--- config.mk ---
export PLATFORM = sky130hd
export DESIGN_NAME = mdc_next
export DESIGN_NICKNAME = d
export VERILOG_FILES = /design/src/design/mdc_pkg.sv /design/src/design/mdc_next.sv
export SDC_FILE = /design/constraint.sdc
export NUM_CORES = 1
export LEC_CHECK = 0
export BUFFER_PORTS_ARGS = -buffer_cell sky130_fd_sc_hd__buf_2
export CORE_ASPECT_RATIO = 0.9
export CORE_MARGIN = 5
export CORE_UTILIZATION = 49
export DETAILED_ROUTE_END_ITERATION = 10
export PLACE_DENSITY = 0.9
export SYNTH_ARGS = -nofsm -noshare
export SYNTH_HDL_FRONTEND = slang
export SYNTH_SLANG_ARGS = --single-unit
--- constraint.sdc ---
create_clock -name vclk -period 4.6
set_clock_uncertainty 0.2 [all_clocks]
set_input_delay 0.46 -clock vclk [all_inputs]
set_output_delay 0.46 -clock vclk [all_outputs]
set_load 0.02 [all_outputs]
--- src/design/mdc_pkg.sv ---
// Types, character codes and limits for the method descriptor checker.
// Depends on nothing; imported by every module of the block.
package mdc_pkg;

   localparam logic [7:0] MAX_PARAMS     = 8'd255;
   localparam logic [7:0] MAX_ARRAY_DIMS = 8'd255;

   localparam logic [7:0] CH_OPEN  = 8'h28;
   localparam logic [7:0] CH_CLOSE = 8'h29;
   localparam logic [7:0] CH_B     = 8'h42;
   localparam logic [7:0] CH_C     = 8'h43;
   localparam logic [7:0] CH_D     = 8'h44;
   localparam logic [7:0] CH_F     = 8'h46;
   localparam logic [7:0] CH_I     = 8'h49;
   localparam logic [7:0] CH_J     = 8'h4A;
   localparam logic [7:0] CH_S     = 8'h53;
   localparam logic [7:0] CH_Z     = 8'h5A;
   localparam logic [7:0] CH_L     = 8'h4C;
   localparam logic [7:0] CH_ARRAY = 8'h5B;
   localparam logic [7:0] CH_SEMI  = 8'h3B;
   localparam logic [7:0] CH_V     = 8'h56;

   typedef enum logic [1:0] {
      PH_OPEN   = 2'd0,
      PH_PARAMS = 2'd1,
      PH_RETURN = 2'd2,
      PH_DONE   = 2'd3
   } phase_type;

   typedef enum logic [2:0] {
      KIND_OPEN   = 3'd0,
      KIND_PRIM   = 3'd1,
      KIND_ARRAY  = 3'd2,
      KIND_CLASS  = 3'd3,
      KIND_SEMI   = 3'd4,
      KIND_CLOSE  = 3'd5,
      KIND_VOID   = 3'd6,
      KIND_REJECT = 3'd7
   } kind_type;

   localparam logic [3:0] ERR_NONE         = 4'd0;
   localparam logic [3:0] ERR_NO_OPEN      = 4'd1;
   localparam logic [3:0] ERR_BAD_PARAM    = 4'd2;
   localparam logic [3:0] ERR_BAD_ELEM     = 4'd3;
   localparam logic [3:0] ERR_BAD_RETURN   = 4'd4;
   localparam logic [3:0] ERR_UNTERMINATED = 4'd5;
   localparam logic [3:0] ERR_TRAILING     = 4'd6;
   localparam logic [3:0] ERR_EARLY_END    = 4'd7;
   localparam logic [3:0] ERR_LIMIT        = 4'd8;

   typedef struct packed {
      logic is_open;
      logic is_close;
      logic is_prim;
      logic is_class;
      logic is_array;
      logic is_semi;
      logic is_void;
   } class_type;

   typedef struct packed {
      phase_type  phase;
      logic       in_class;
      logic [7:0] depth;
      logic [7:0] count;
      logic [3:0] err;
   } state_type;

   typedef struct packed {
      kind_type   kind;
      logic       complete;
      logic       in_return;
      logic [7:0] param_total;
      logic [3:0] error_code;
      logic       accepted;
   } result_type;

   localparam state_type STATE_RESET = '{
      phase:    PH_OPEN,
      in_class: 1'b0,
      depth:    8'd0,
      count:    8'd0,
      err:      ERR_NONE
   };

endpackage

--- src/design/mdc_next.sv ---
// Grammar step: next parser state and the result fields for one byte.
// Depends on mdc_pkg; fed by mdc_decode.
module mdc_next
   import mdc_pkg::*;
(
   input  state_type  cur,
   input  class_type  cls,
   input  logic       end_of_text,
   output state_type  nxt,
   output result_type res
);

   logic     was_ret;
   logic     fin;
   kind_type fin_kind;

   always_comb begin
      nxt      = cur;
      res      = '0;
      res.kind = KIND_REJECT;
      was_ret  = 1'b0;
      fin      = 1'b0;
      fin_kind = KIND_PRIM;

      if (cur.err == ERR_NONE) begin
         was_ret = (cur.phase == PH_RETURN);
         if (cur.phase == PH_OPEN) begin
            if (cls.is_open) begin
               res.kind  = KIND_OPEN;
               nxt.phase = PH_PARAMS;
            end else begin
               nxt.err = ERR_NO_OPEN;
            end
         end else if (cur.phase == PH_DONE) begin
            nxt.err = ERR_TRAILING;
         end else if (cur.in_class) begin
            if (cls.is_semi) begin
               fin      = 1'b1;
               fin_kind = KIND_SEMI;
            end else begin
               res.kind = KIND_CLASS;
            end
         end else if (cls.is_prim) begin
            fin      = 1'b1;
            fin_kind = KIND_PRIM;
         end else if (cls.is_class) begin
            res.kind     = KIND_CLASS;
            nxt.in_class = 1'b1;
         end else if (cls.is_array) begin
            if (cur.depth >= MAX_ARRAY_DIMS) begin
               nxt.err = ERR_LIMIT;
            end else begin
               res.kind  = KIND_ARRAY;
               nxt.depth = cur.depth + 8'd1;
            end
         end else if (cur.depth != 8'd0) begin
            nxt.err = ERR_BAD_ELEM;
         end else if (cur.phase == PH_PARAMS) begin
            if (cls.is_close) begin
               res.kind  = KIND_CLOSE;
               nxt.phase = PH_RETURN;
               was_ret   = 1'b0;
            end else begin
               nxt.err = ERR_BAD_PARAM;
            end
         end else begin
            if (cls.is_void) begin
               res.kind     = KIND_VOID;
               res.complete = 1'b1;
               nxt.phase    = PH_DONE;
            end else begin
               nxt.err = ERR_BAD_RETURN;
            end
         end

         if (fin) begin
            if ((cur.phase == PH_PARAMS) && (cur.count >= MAX_PARAMS)) begin
               nxt.err = ERR_LIMIT;
            end else begin
               if (cur.phase == PH_PARAMS) begin
                  nxt.count = cur.count + 8'd1;
               end else begin
                  nxt.phase = PH_DONE;
               end
               res.kind     = fin_kind;
               res.complete = 1'b1;
               nxt.in_class = 1'b0;
               nxt.depth    = 8'd0;
            end
         end

         if (res.kind != KIND_REJECT) begin
            res.in_return = was_ret;
         end
      end

      res.param_total = nxt.count;

      if (end_of_text) begin
         if ((nxt.err == ERR_NONE) && (nxt.phase != PH_DONE)) begin
            nxt.err = nxt.in_class ? ERR_UNTERMINATED : ERR_EARLY_END;
         end
         res.accepted = (nxt.err == ERR_NONE);
      end
      res.error_code = nxt.err;

      if (end_of_text) begin
         nxt = STATE_RESET;
      end
   end

endmodule

* Word level (Yosys, flattened, before mapping)
Cells that the tools add are included.
** Cells by class
- $add $sub $neg :: 2
- Magnitude comparators :: 2
- Equality and inequality tests :: 5
- Multiplexer cells :: 98
- Reduce and logical (&&, ||, !) cells :: 7
** Operators by type and width (number)
- 2-to-1 mux 4 bit :: 38
- 2-to-1 mux 23 bit :: 3
- 2-to-1 mux 3 bit :: 12
- 2-to-1 mux 11 bit :: 3
- 2-to-1 mux 8 bit :: 4
- 2-to-1 mux 2 bit :: 12
- 2-to-1 mux 1 bit :: 23
- 2-to-1 mux 19 bit :: 1
- adder 8 x 1 -> 8 bit, second input constant :: 2
- greater-or-equal comparator 8 bit, second input constant :: 2
- zero test 4 bit :: 3
- 2-to-1 mux 9 bit :: 1
- nonzero test 8 bit :: 1
- 2-to-1 mux 5 bit :: 1
- == test 2 bit, second input constant :: 2
- != test 3 bit, second input constant :: 1
- == test 2 x 1 -> 1 bit, second input constant :: 1
- logical AND 1 bit :: 2
- zero test 2 bit :: 1
- != test 2 bit, second input constant :: 1
** Word-level totals
- Register bits :: 0
- Input port bits :: 31
- Output and inout port bits :: 41
- Logic and storage cells :: 114

* Logic depth before layout (Yosys ltp)
Gate-level depths: netlist of the first run.
- Depth after elaboration :: 31
- Depth in mapped cells :: 7
- Mapped depth without buffers :: 7

* Worst setup path before layout of the first run
Ideal clock, no wire load.
- Path type :: input to output
- Start :: in cur[4] in the netlist's numbering
- End :: out nxt[4] in the netlist's numbering
- Data arrival time :: 2.275 ns
- Slack :: 1.665 ns
- Cell stages on the path :: 7
- Buffers on the path :: 1
- Cell sequence :: ha_1 -> nand4b_4 -> or3_1 -> clkbuf_1 -> and3_4 -> xor2_1 -> nor2b_1
** RTL lines
- from (decl) :: RTL line mdc_next.sv:6 : input state_type cur,
- to (decl) :: RTL line mdc_next.sv:9 : output state_type nxt,

==> results_dict.tcl, run 1 <==
set metrics [dict create \
    drt_iter0_drc 65 \
    fin_cells 256 \
    setup_viol_count_final 0 \
    grt_pass1_vias 1414 \
    final_hold_viol_count 0 \
    end_kind "output pin" \
    cp_top_family "simple AND/OR/NAND/NOR gates" \
    grt_pass1_wl_mm 6.11 \
    final_cell_mix "buf_2, nor2_1, nand2_1, a21oi_1, nor2b_1" \
    drt_pass1_iterations 5 \
    grt_max_degree 19 \
    crit_required_ps 3940 \
    grtUsageTotal 0.212 \
    critPathLaunchType "input pin" \
    hold_path_end "res[5]" \
    syn_area_mm2 0.00116 \
    holdPathStages 3 \
    yosysWarningCount 0 \
    cap_violations 0 \
    power_leakage_nw 0.689 \
    maxClockFrequency_ghz 0.311 \
    ctsResizeCount 0 \
    post-cts-setup-buffers 0 \
    ys_types 52 \
    fp.dieW_um 61.3 \
    n_antenna_cell 0 \
    period_minus_slack_ps 3220 \
    nNetsFinal 265 \
    dieArea_mm2 0.00344 \
    tns_ps 0 \
    ios 72 \
    n_sequential_cell 0 \
    p_per_area_mw_per_mm2 87.5 \
    place_inst 256 \
    fin_util 0.667 \
    die_h_um 56.1 \
    area_growth_pct 27.9 \
    fin_crit_sh 0.699 \
    syn_avg_cell_area_um2 6.98 \
    antenna_found_initial 0 \
    worst-path-max-fanout 11 \
    hold_path.class "in2out" \
    register_area_um2 0 \
    tightest_slew_ps 715 \
    slew_headroom 0.521 \
    irDropWorstVdd_mv 0.0633 \
    final_common_cell "buf_2" \
    status "finished clean" \
    grt_setup_unrepaired "false" \
    worstPathArrival_ps 2560 \
    dp_hpwl_mm 3.05 \
    gp_congestion 0.904 \
    placementRows 16 \
    overflow 0 \
    routed_via_density 6.00 \
    routedWlPerCell_um 14.4 \
    crit_path_top_delay_cell "nor2_1" \
    crit_chain "buf_2 > ha_1 > nand3_1 > nor2_1 > o21ai_2 > o311ai_2 > o311ai_2 > buf_2" \
    start_util 0.521 \
    synthCells 166 \
    slowest_delay_ps 620 \
    wirelength_mm 3.70 \
    n_clock_buffer 0 \
    drtAntennaViolNets 0 \
    core-area_mm2 0.00222 \
    ys_seq_area_frac 0 \
    drc 0 \
    min_from "cur[4]" \
    cts_hold_buffers 0 \
    drv_slew 0 \
    path_buf_inv 2 \
    num_vias 1536 \
    synth_nets 200 \
    layout-drive-gt1-share 0.402 \
    critPathKind "in2out" \
    numPortBuffers 72 \
]
## where the power goes
group          leakage, nW  internal, mW  switching [mW]
registers                0             0               0
clock network            0             0               0
logic                0.689        0.0486          0.0810
total                0.689        0.0486          0.0810
## worst max path at each step
stage | startpoint | to | slack, ps | depth (start not counted)
finish | cur[12] | res[2] | 1380 | 8
global route | cur[12] | res[2] | 1230 | 8
CTS | cur[12] | res[2] | 1440 | 8
detailed placement | cur[12] | res[2] | 1450 | 8
global placement | cur[12] | res[2] | 1500 | 8
floorplan | cur[4] | nxt[4] | 1670 | 7
## per-stage QoR
stage                     hold slack [ps]  power, mW  instance area (um2)  worst slack (ps)
after global placement               1050      0.126                 1480              1500
after global routing                 1080      0.141                 1480              1230
final                                1060      0.130                 1480              1380
after CTS                            1060      0.130                 1480              1440
after floorplan                       855     0.0830                 1160              1670
after detailed placement             1060      0.129                 1480              1450
## routing by layer
| metal | vias to the layer above | global-route usage | part of all wire |
|---|---|---|---|
| li1 | 757 | - | - |
| met1 | 700 | 0.280 | 0.41 |
| met2 | 77 | 0.376 | 0.49 |
| met3 | 2 | 0.0186 | 0.10 |
| met4 | 0 | 0.0155 | 0.0030 |
| met5 | - | 0 | 0 |
## area by class of cell
type               instances  area (um2)
repair buffers            73         368
multi-input cells        150        1060
inverters                  6        22.5
fillers                  229         741
well taps                 27        33.8
## synth_stat cells (3+ instances only)
master     n  area, um2
clkbuf_1   3       11.3
nand4_1    6       37.5
and4_1     3       26.3
o31ai_1    5       37.5
a21oi_1   12       60.1
a31oi_1    4       25.0
a211oi_1   3       22.5
ha_1       3       37.5
buf_6      4       45.0
nor4_1     3       18.8
inv_1      6       22.5
nor2_1    17       63.8
nand2_1   13       48.8
nor2b_1    9       56.3
xnor2_1    8       70.1
nand3_1    8       40.0
o21ai_0    5       25.0
and3_1     3       18.8
nor3_1     8       40.0
## tightest hold or removal path, cell delays in order
cell and delay, ps:
buf_2 110, xor2_1 70, buf_2 160
## cell families (layout without fill, tap and decap cells)
family                     after synthesis  in the layout  synth area share
AOI/OAI and AO/OA                       44             44             0.285
xor gates and xnor gates                10             10            0.0821
adders and majority gates                3              3            0.0324
buffers and inverters                   16             79            0.0875
muxes                                    3              3            0.0356
and+or+nand+nor                         90             90             0.477
Note: power is estimated with default switching activity, not from simulation.
==> run 2: changes to the inputs <==
--- a/config.mk
+++ b/config.mk
@@ -8,9 +8,9 @@
 export BUFFER_PORTS_ARGS = -buffer_cell sky130_fd_sc_hd__buf_2
 export CORE_ASPECT_RATIO = 0.9
 export CORE_MARGIN = 5
-export CORE_UTILIZATION = 49
+export CORE_UTILIZATION = 46
 export DETAILED_ROUTE_END_ITERATION = 10
-export PLACE_DENSITY = 0.9
+export PLACE_DENSITY = 0.85
 export SYNTH_ARGS = -nofsm -noshare
 export SYNTH_HDL_FRONTEND = slang
 export SYNTH_SLANG_ARGS = --single-unit
==> constraint.sdc (replaced) <==
create_clock -name vclk -period 3.3
set_clock_uncertainty 0.2 [all_clocks]
set_input_delay 0.33 -clock vclk [all_inputs]
set_output_delay 0.33 -clock vclk [all_outputs]
set_load 0.02 [all_outputs]
==> run 2 against run 1 <==
Compared with the run above: cell count increased by 0.78%; die area up 5.4%; count of clock-buffer cells in the layout unchanged; critical path depth did not move; non-clock buffer count is 1 higher; core utilization fell by 5.2 points; first-iteration DRC count decreased by 18%; power is 38% higher.
==> results_dict.tcl, run 2 (same netlist as run 1, synthesis figures left out) <==
set metrics [dict create \
    status "finished clean" \
    routed_via_density 5.81 \
    grt_setup_unrepaired "false" \
    wirelength_mm 3.49 \
    cap_violations 0 \
    place_inst 258 \
    fp.dieW_um 62.9 \
    routedWlPerCell_um 13.5 \
    place_area_mm2 0.00149 \
    nNetsFinal 266 \
    setup_viol_count_final 0 \
    tns_ps 0 \
    min_from "cur[4]" \
    grtUsageTotal 0.177 \
    power_leakage_nw 0.694 \
    dp_hpwl_mm 2.87 \
    critPathKind "in2out" \
    fin_util 0.615 \
    tightest_slew_ps 507 \
    die_h_um 57.6 \
    overflow 0 \
    grt_pass1_vias 1282 \
    dieArea_mm2 0.00362 \
    drtAntennaViolNets 0 \
    final_hold_viol_count 0 \
    crit_required_ps 2770 \
    ctsResizeCount 0 \
    register_area_um2 0 \
    maxClockFrequency_ghz 0.359 \
    p_per_area_mw_per_mm2 120 \
    irDropWorstVdd_mv 0.0806 \
    hold_slack_ps 796 \
    worst-path-max-fanout 6 \
    num_vias 1500 \
    grt_pass1_wl_mm 5.67 \
    antenna_found_initial 0 \
    gp_congestion 0.906 \
    placementRows 17 \
    grt_max_degree 19 \
    final_area_mm2 0.00149 \
    slew_headroom 0.659 \
    fin_crit_sh 0.845 \
    start_util 0.478 \
    critPathLaunchType "input pin" \
    layout-drive-gt1-share 0.404 \
    period_minus_slack_ps 2790 \
    n_clock_buffer 0 \
    drt_iter0_drc 53 \
    n_sequential_cell 0 \
    worstPathArrival_ps 2260 \
    end_kind "output pin" \
    setup_slack_ps 512 \
    drv_slew 0 \
    drt_pass1_iterations 4 \
    drc 0 \
    crit_start "cur[4]" \
    n_antenna_cell 0 \
    numPortBuffers 72 \
    total_power_uw 179 \
    fin_cells 258 \
    final_common_cell "buf_2" \
    core-area_mm2 0.00242 \
    critPathCapture "res[2]" \
    pre_cts_slack_ps 530 \
    ios 72 \
    cts_hold_buffers 0 \
    area_growth_pct 28.6 \
    hold_path.class "in2out" \
    final_cell_mix "buf_2, nor2_1, nand2_1, a21oi_1, nor2b_1" \
    post-cts-setup-buffers 0 \
]
run 2: changes by cell type in the layout (fill, tap and decap cells not counted), sizes merged:
cell  previous run  this run
buf             73        74
run 2: how the worst min path moves through the flow:
stage	slack, ps	endpoint	depth (start not counted)
2_1_floorplan	590	nxt[18]	1
3_3_place_gp	790	res[5]	3
3_5_place_dp	800	res[5]	3
4_1_cts	800	res[5]	3
5_1_grt	820	res[5]	3
6_report	800	res[5]	3
run 2: power by group:
part           switching, mW  internal (mW)
sequential                 0              0
clock                      0              0
combinational          0.111         0.0677
total                  0.111         0.0677
run 2: cell type report:
| type | count | area (um2) |
|---|---|---|
| Fill cell | 237 | 935 |
| Inverter | 6 | 22.5 |
| Multi-Input combinational cell | 150 | 1060 |
| Tap cell | 28 | 35.0 |
| Timing Repair Buffer | 74 | 375 |
run 2: worst max-delay path, stage by stage:
cell	delay, ps
buf_2	100
ha_1	240
nand4b_4	150
o311ai_4	410
o221ai_1	260
o311ai_2	430
o311ai_2	140
buf_2	180
run 2: routing by layer:
layer,wire length (um),track usage
met5,0,0
met4,0,0.00606
met3,316,0.0291
met2,1590,0.303
met1,1590,0.247
==> run 3: changes to the inputs <==
--- a/config.mk
+++ b/config.mk
@@ -5,12 +5,13 @@
 export SDC_FILE = /design/constraint.sdc
 export NUM_CORES = 1
 export LEC_CHECK = 0
+export ABC_AREA = 1
 export BUFFER_PORTS_ARGS = -buffer_cell sky130_fd_sc_hd__buf_2
 export CORE_ASPECT_RATIO = 0.9
 export CORE_MARGIN = 5
-export CORE_UTILIZATION = 46
+export CORE_UTILIZATION = 41
 export DETAILED_ROUTE_END_ITERATION = 10
-export PLACE_DENSITY = 0.85
+export PLACE_DENSITY = 0.8
 export SYNTH_ARGS = -nofsm -noshare
 export SYNTH_HDL_FRONTEND = slang
 export SYNTH_SLANG_ARGS = --single-unit
==> constraint.sdc (replaced) <==
create_clock -name vclk -period 2.25
set_clock_uncertainty 0.2 [all_clocks]
set_input_delay 0.225 -clock vclk [all_inputs]
set_output_delay 0.225 -clock vclk [all_outputs]
set_load 0.02 [all_outputs]
==> run 3 against run 2 <==
Compared with the run above: sequential share of layout area stayed put; via count grew 19%; combinational power grew 66%; die area up 9.9%; first-iteration DRC count rose by 120%; count of clock-buffer cells in the layout stayed put; worst setup slack got worse by 410 ps; cell count is 38% higher; critical endpoint is now nxt[15].
==> results_dict.tcl, run 3 <==
set metrics [dict create \
    crit_required_ps 1820 \
    num_vias 1792 \
    gp_congestion 0.914 \
    register_area_um2 0 \
    final_common_cell "buf_2" \
    min_from "cur[7]" \
    fin_util 0.662 \
    drc 0 \
    critPathLaunchType "input pin" \
    setup_slack_ps 102 \
    synth_most_common_cell "nand2_1" \
    status "finished clean" \
    slew_headroom 0.656 \
    crit_cells 13 \
    ys_types 31 \
    overflow 0 \
    period_minus_slack_ps 2150 \
    grt_setup_unrepaired "true" \
    dp_hpwl_mm 3.34 \
    fin_cells 355 \
    dieArea_mm2 0.00398 \
    ios 72 \
    nNetsFinal 351 \
    fp.dieW_um 66.0 \
    yosysWarningCount 0 \
    slowest_delay_ps 220 \
    hold_path.class "in2out" \
    synth_top_area_frac 0.195 \
    die_h_um 60.4 \
    drt_pass1_iterations 5 \
    grt_max_degree 18 \
    synth_nets 266 \
    maxClockFrequency_ghz 0.466 \
    pre_cts_slack_ps -28.8 \
    syn_area_mm2 0.00116 \
    setup_viol_count_final 0 \
    irDropWorstVdd_mv 0.0927 \
    grtUsageTotal 0.185 \
    holdPathStages 3 \
    final_cell_mix "buf_2, nand2_1, inv_1, nor2_1, nand3_1" \
    crit_start "cur[12]" \
    worstPathArrival_ps 1720 \
    drt_iter0_drc 117 \
    syn_avg_cell_area_um2 4.98 \
    critPathKind "in2out" \
    wirelength_mm 4.28 \
    layout-drive-gt1-share 0.403 \
    fin_crit_sh 0.955 \
    antenna_found_initial 0 \
    core-area_mm2 0.00273 \
    grt_pass1_wl_mm 6.20 \
    crit_path_top_delay_cell "ha_1" \
    routed_via_density 5.05 \
    grt_pass1_vias 1446 \
    worst-path-max-fanout 3 \
    path_buf_inv 5 \
    place_inst 351 \
    n_clock_buffer 0 \
    tns_ps 0 \
    drv_slew 0 \
    crit_chain "buf_2 > ha_1 > nand2_1 > inv_1 > nand3_1 > inv_1 > nor2_4 > inv_2 > nor2_4 > nand2_2 > or2_0 > a21oi_1 > buf_4" \
    area_growth_pct 56.1 \
    synth_area_leaders "nand2_1, inv_1, nor2_1, nand3_1, o21ai_0" \
    synthCells 232 \
    synthTopCellsByCount "nand2_1, inv_1, nor2_1" \
    routedWlPerCell_um 12.0 \
    cp_top_family "simple AND/OR/NAND/NOR gates" \
    ys_seq_area_frac 0 \
    cap_violations 0 \
    final_hold_viol_count 0 \
    drtAntennaViolNets 0 \
    end_kind "output pin" \
    numPortBuffers 72 \
    cts_hold_buffers 0 \
    total_power_uw 297 \
    start_util 0.424 \
    placementRows 18 \
    yosys.area.top_type "nand2_1" \
    p_per_area_mw_per_mm2 165 \
    tightest_slew_ps 513 \
    n_antenna_cell 0 \
    n_sequential_cell 0 \
    power_leakage_nw 0.989 \
]
-- run 3: changes by cell type in the layout (fill, tap and decap cells not counted), sizes merged, moves of 5 or more --
cell	change
inv	+39
o31ai	-5
and3	-7
nand2	+53
o21ai	+8
nor2b	-11
buf	+10
nand3	+14
xnor2	-8
nor2	+18
-- run 3: final timing paths --
check	end	slack, ps
worst max-delay path	nxt[15]	100
worst min-delay path	res[8]	620
-- run 3: repair_timing --
action	in CTS	in global routing
endpoints found under the setup margin	1	14
buffers inserted	0	4
resized for setup	1	43
pin swaps	0	17
-- run 3: worst min-delay path, delay by kind of cell --
family	cells	cell delay, ps
xor+xnor	1	80
buf+inv	2	290
-- run 3: final cells by class --
type | count | area [um2]
fill | 256 | 921
tap | 40 | 50.0
inverter | 46 | 183
multi-input combinational | 184 | 1090
timing repair buffer | 85 | 482
-- run 3: stage by stage --
step / area, um2 / hold slack (ps)
finish: 1800 / 616
global route: 1800 / 644
CTS: 1630 / 617
detailed placement: 1630 / 615
global placement: 1630 / 611
floorplan: 1160 / 389
-- run 3: cells by family (layout without fill, tap and decap cells) --
family | after synthesis | count (layout) | share of synthesized area
AOI/OAI and AO/OA | 30 | 30 | 0.145
xor gates and xnor gates | 4 | 4 | 0.0303
and+or+nand+nor | 147 | 147 | 0.636
buffers and inverters | 48 | 131 | 0.156
adders and majority gates | 3 | 3 | 0.0325
-- run 3: power by group --
part	total (mW)	internal, mW	switching [mW]
Sequential	0	0	0
Clock	0	0	0
Combinational	0.297	0.107	0.190
Total	0.297	0.107	0.190
-- run 3: per-layer routing --
layer,global-route usage,vias up,routed length (um)
met3,0.0185,0,470
met5,0,-,0
li1,-,919,-
met1,0.267,780,1800
met4,0,0,0
met2,0.320,93,2000
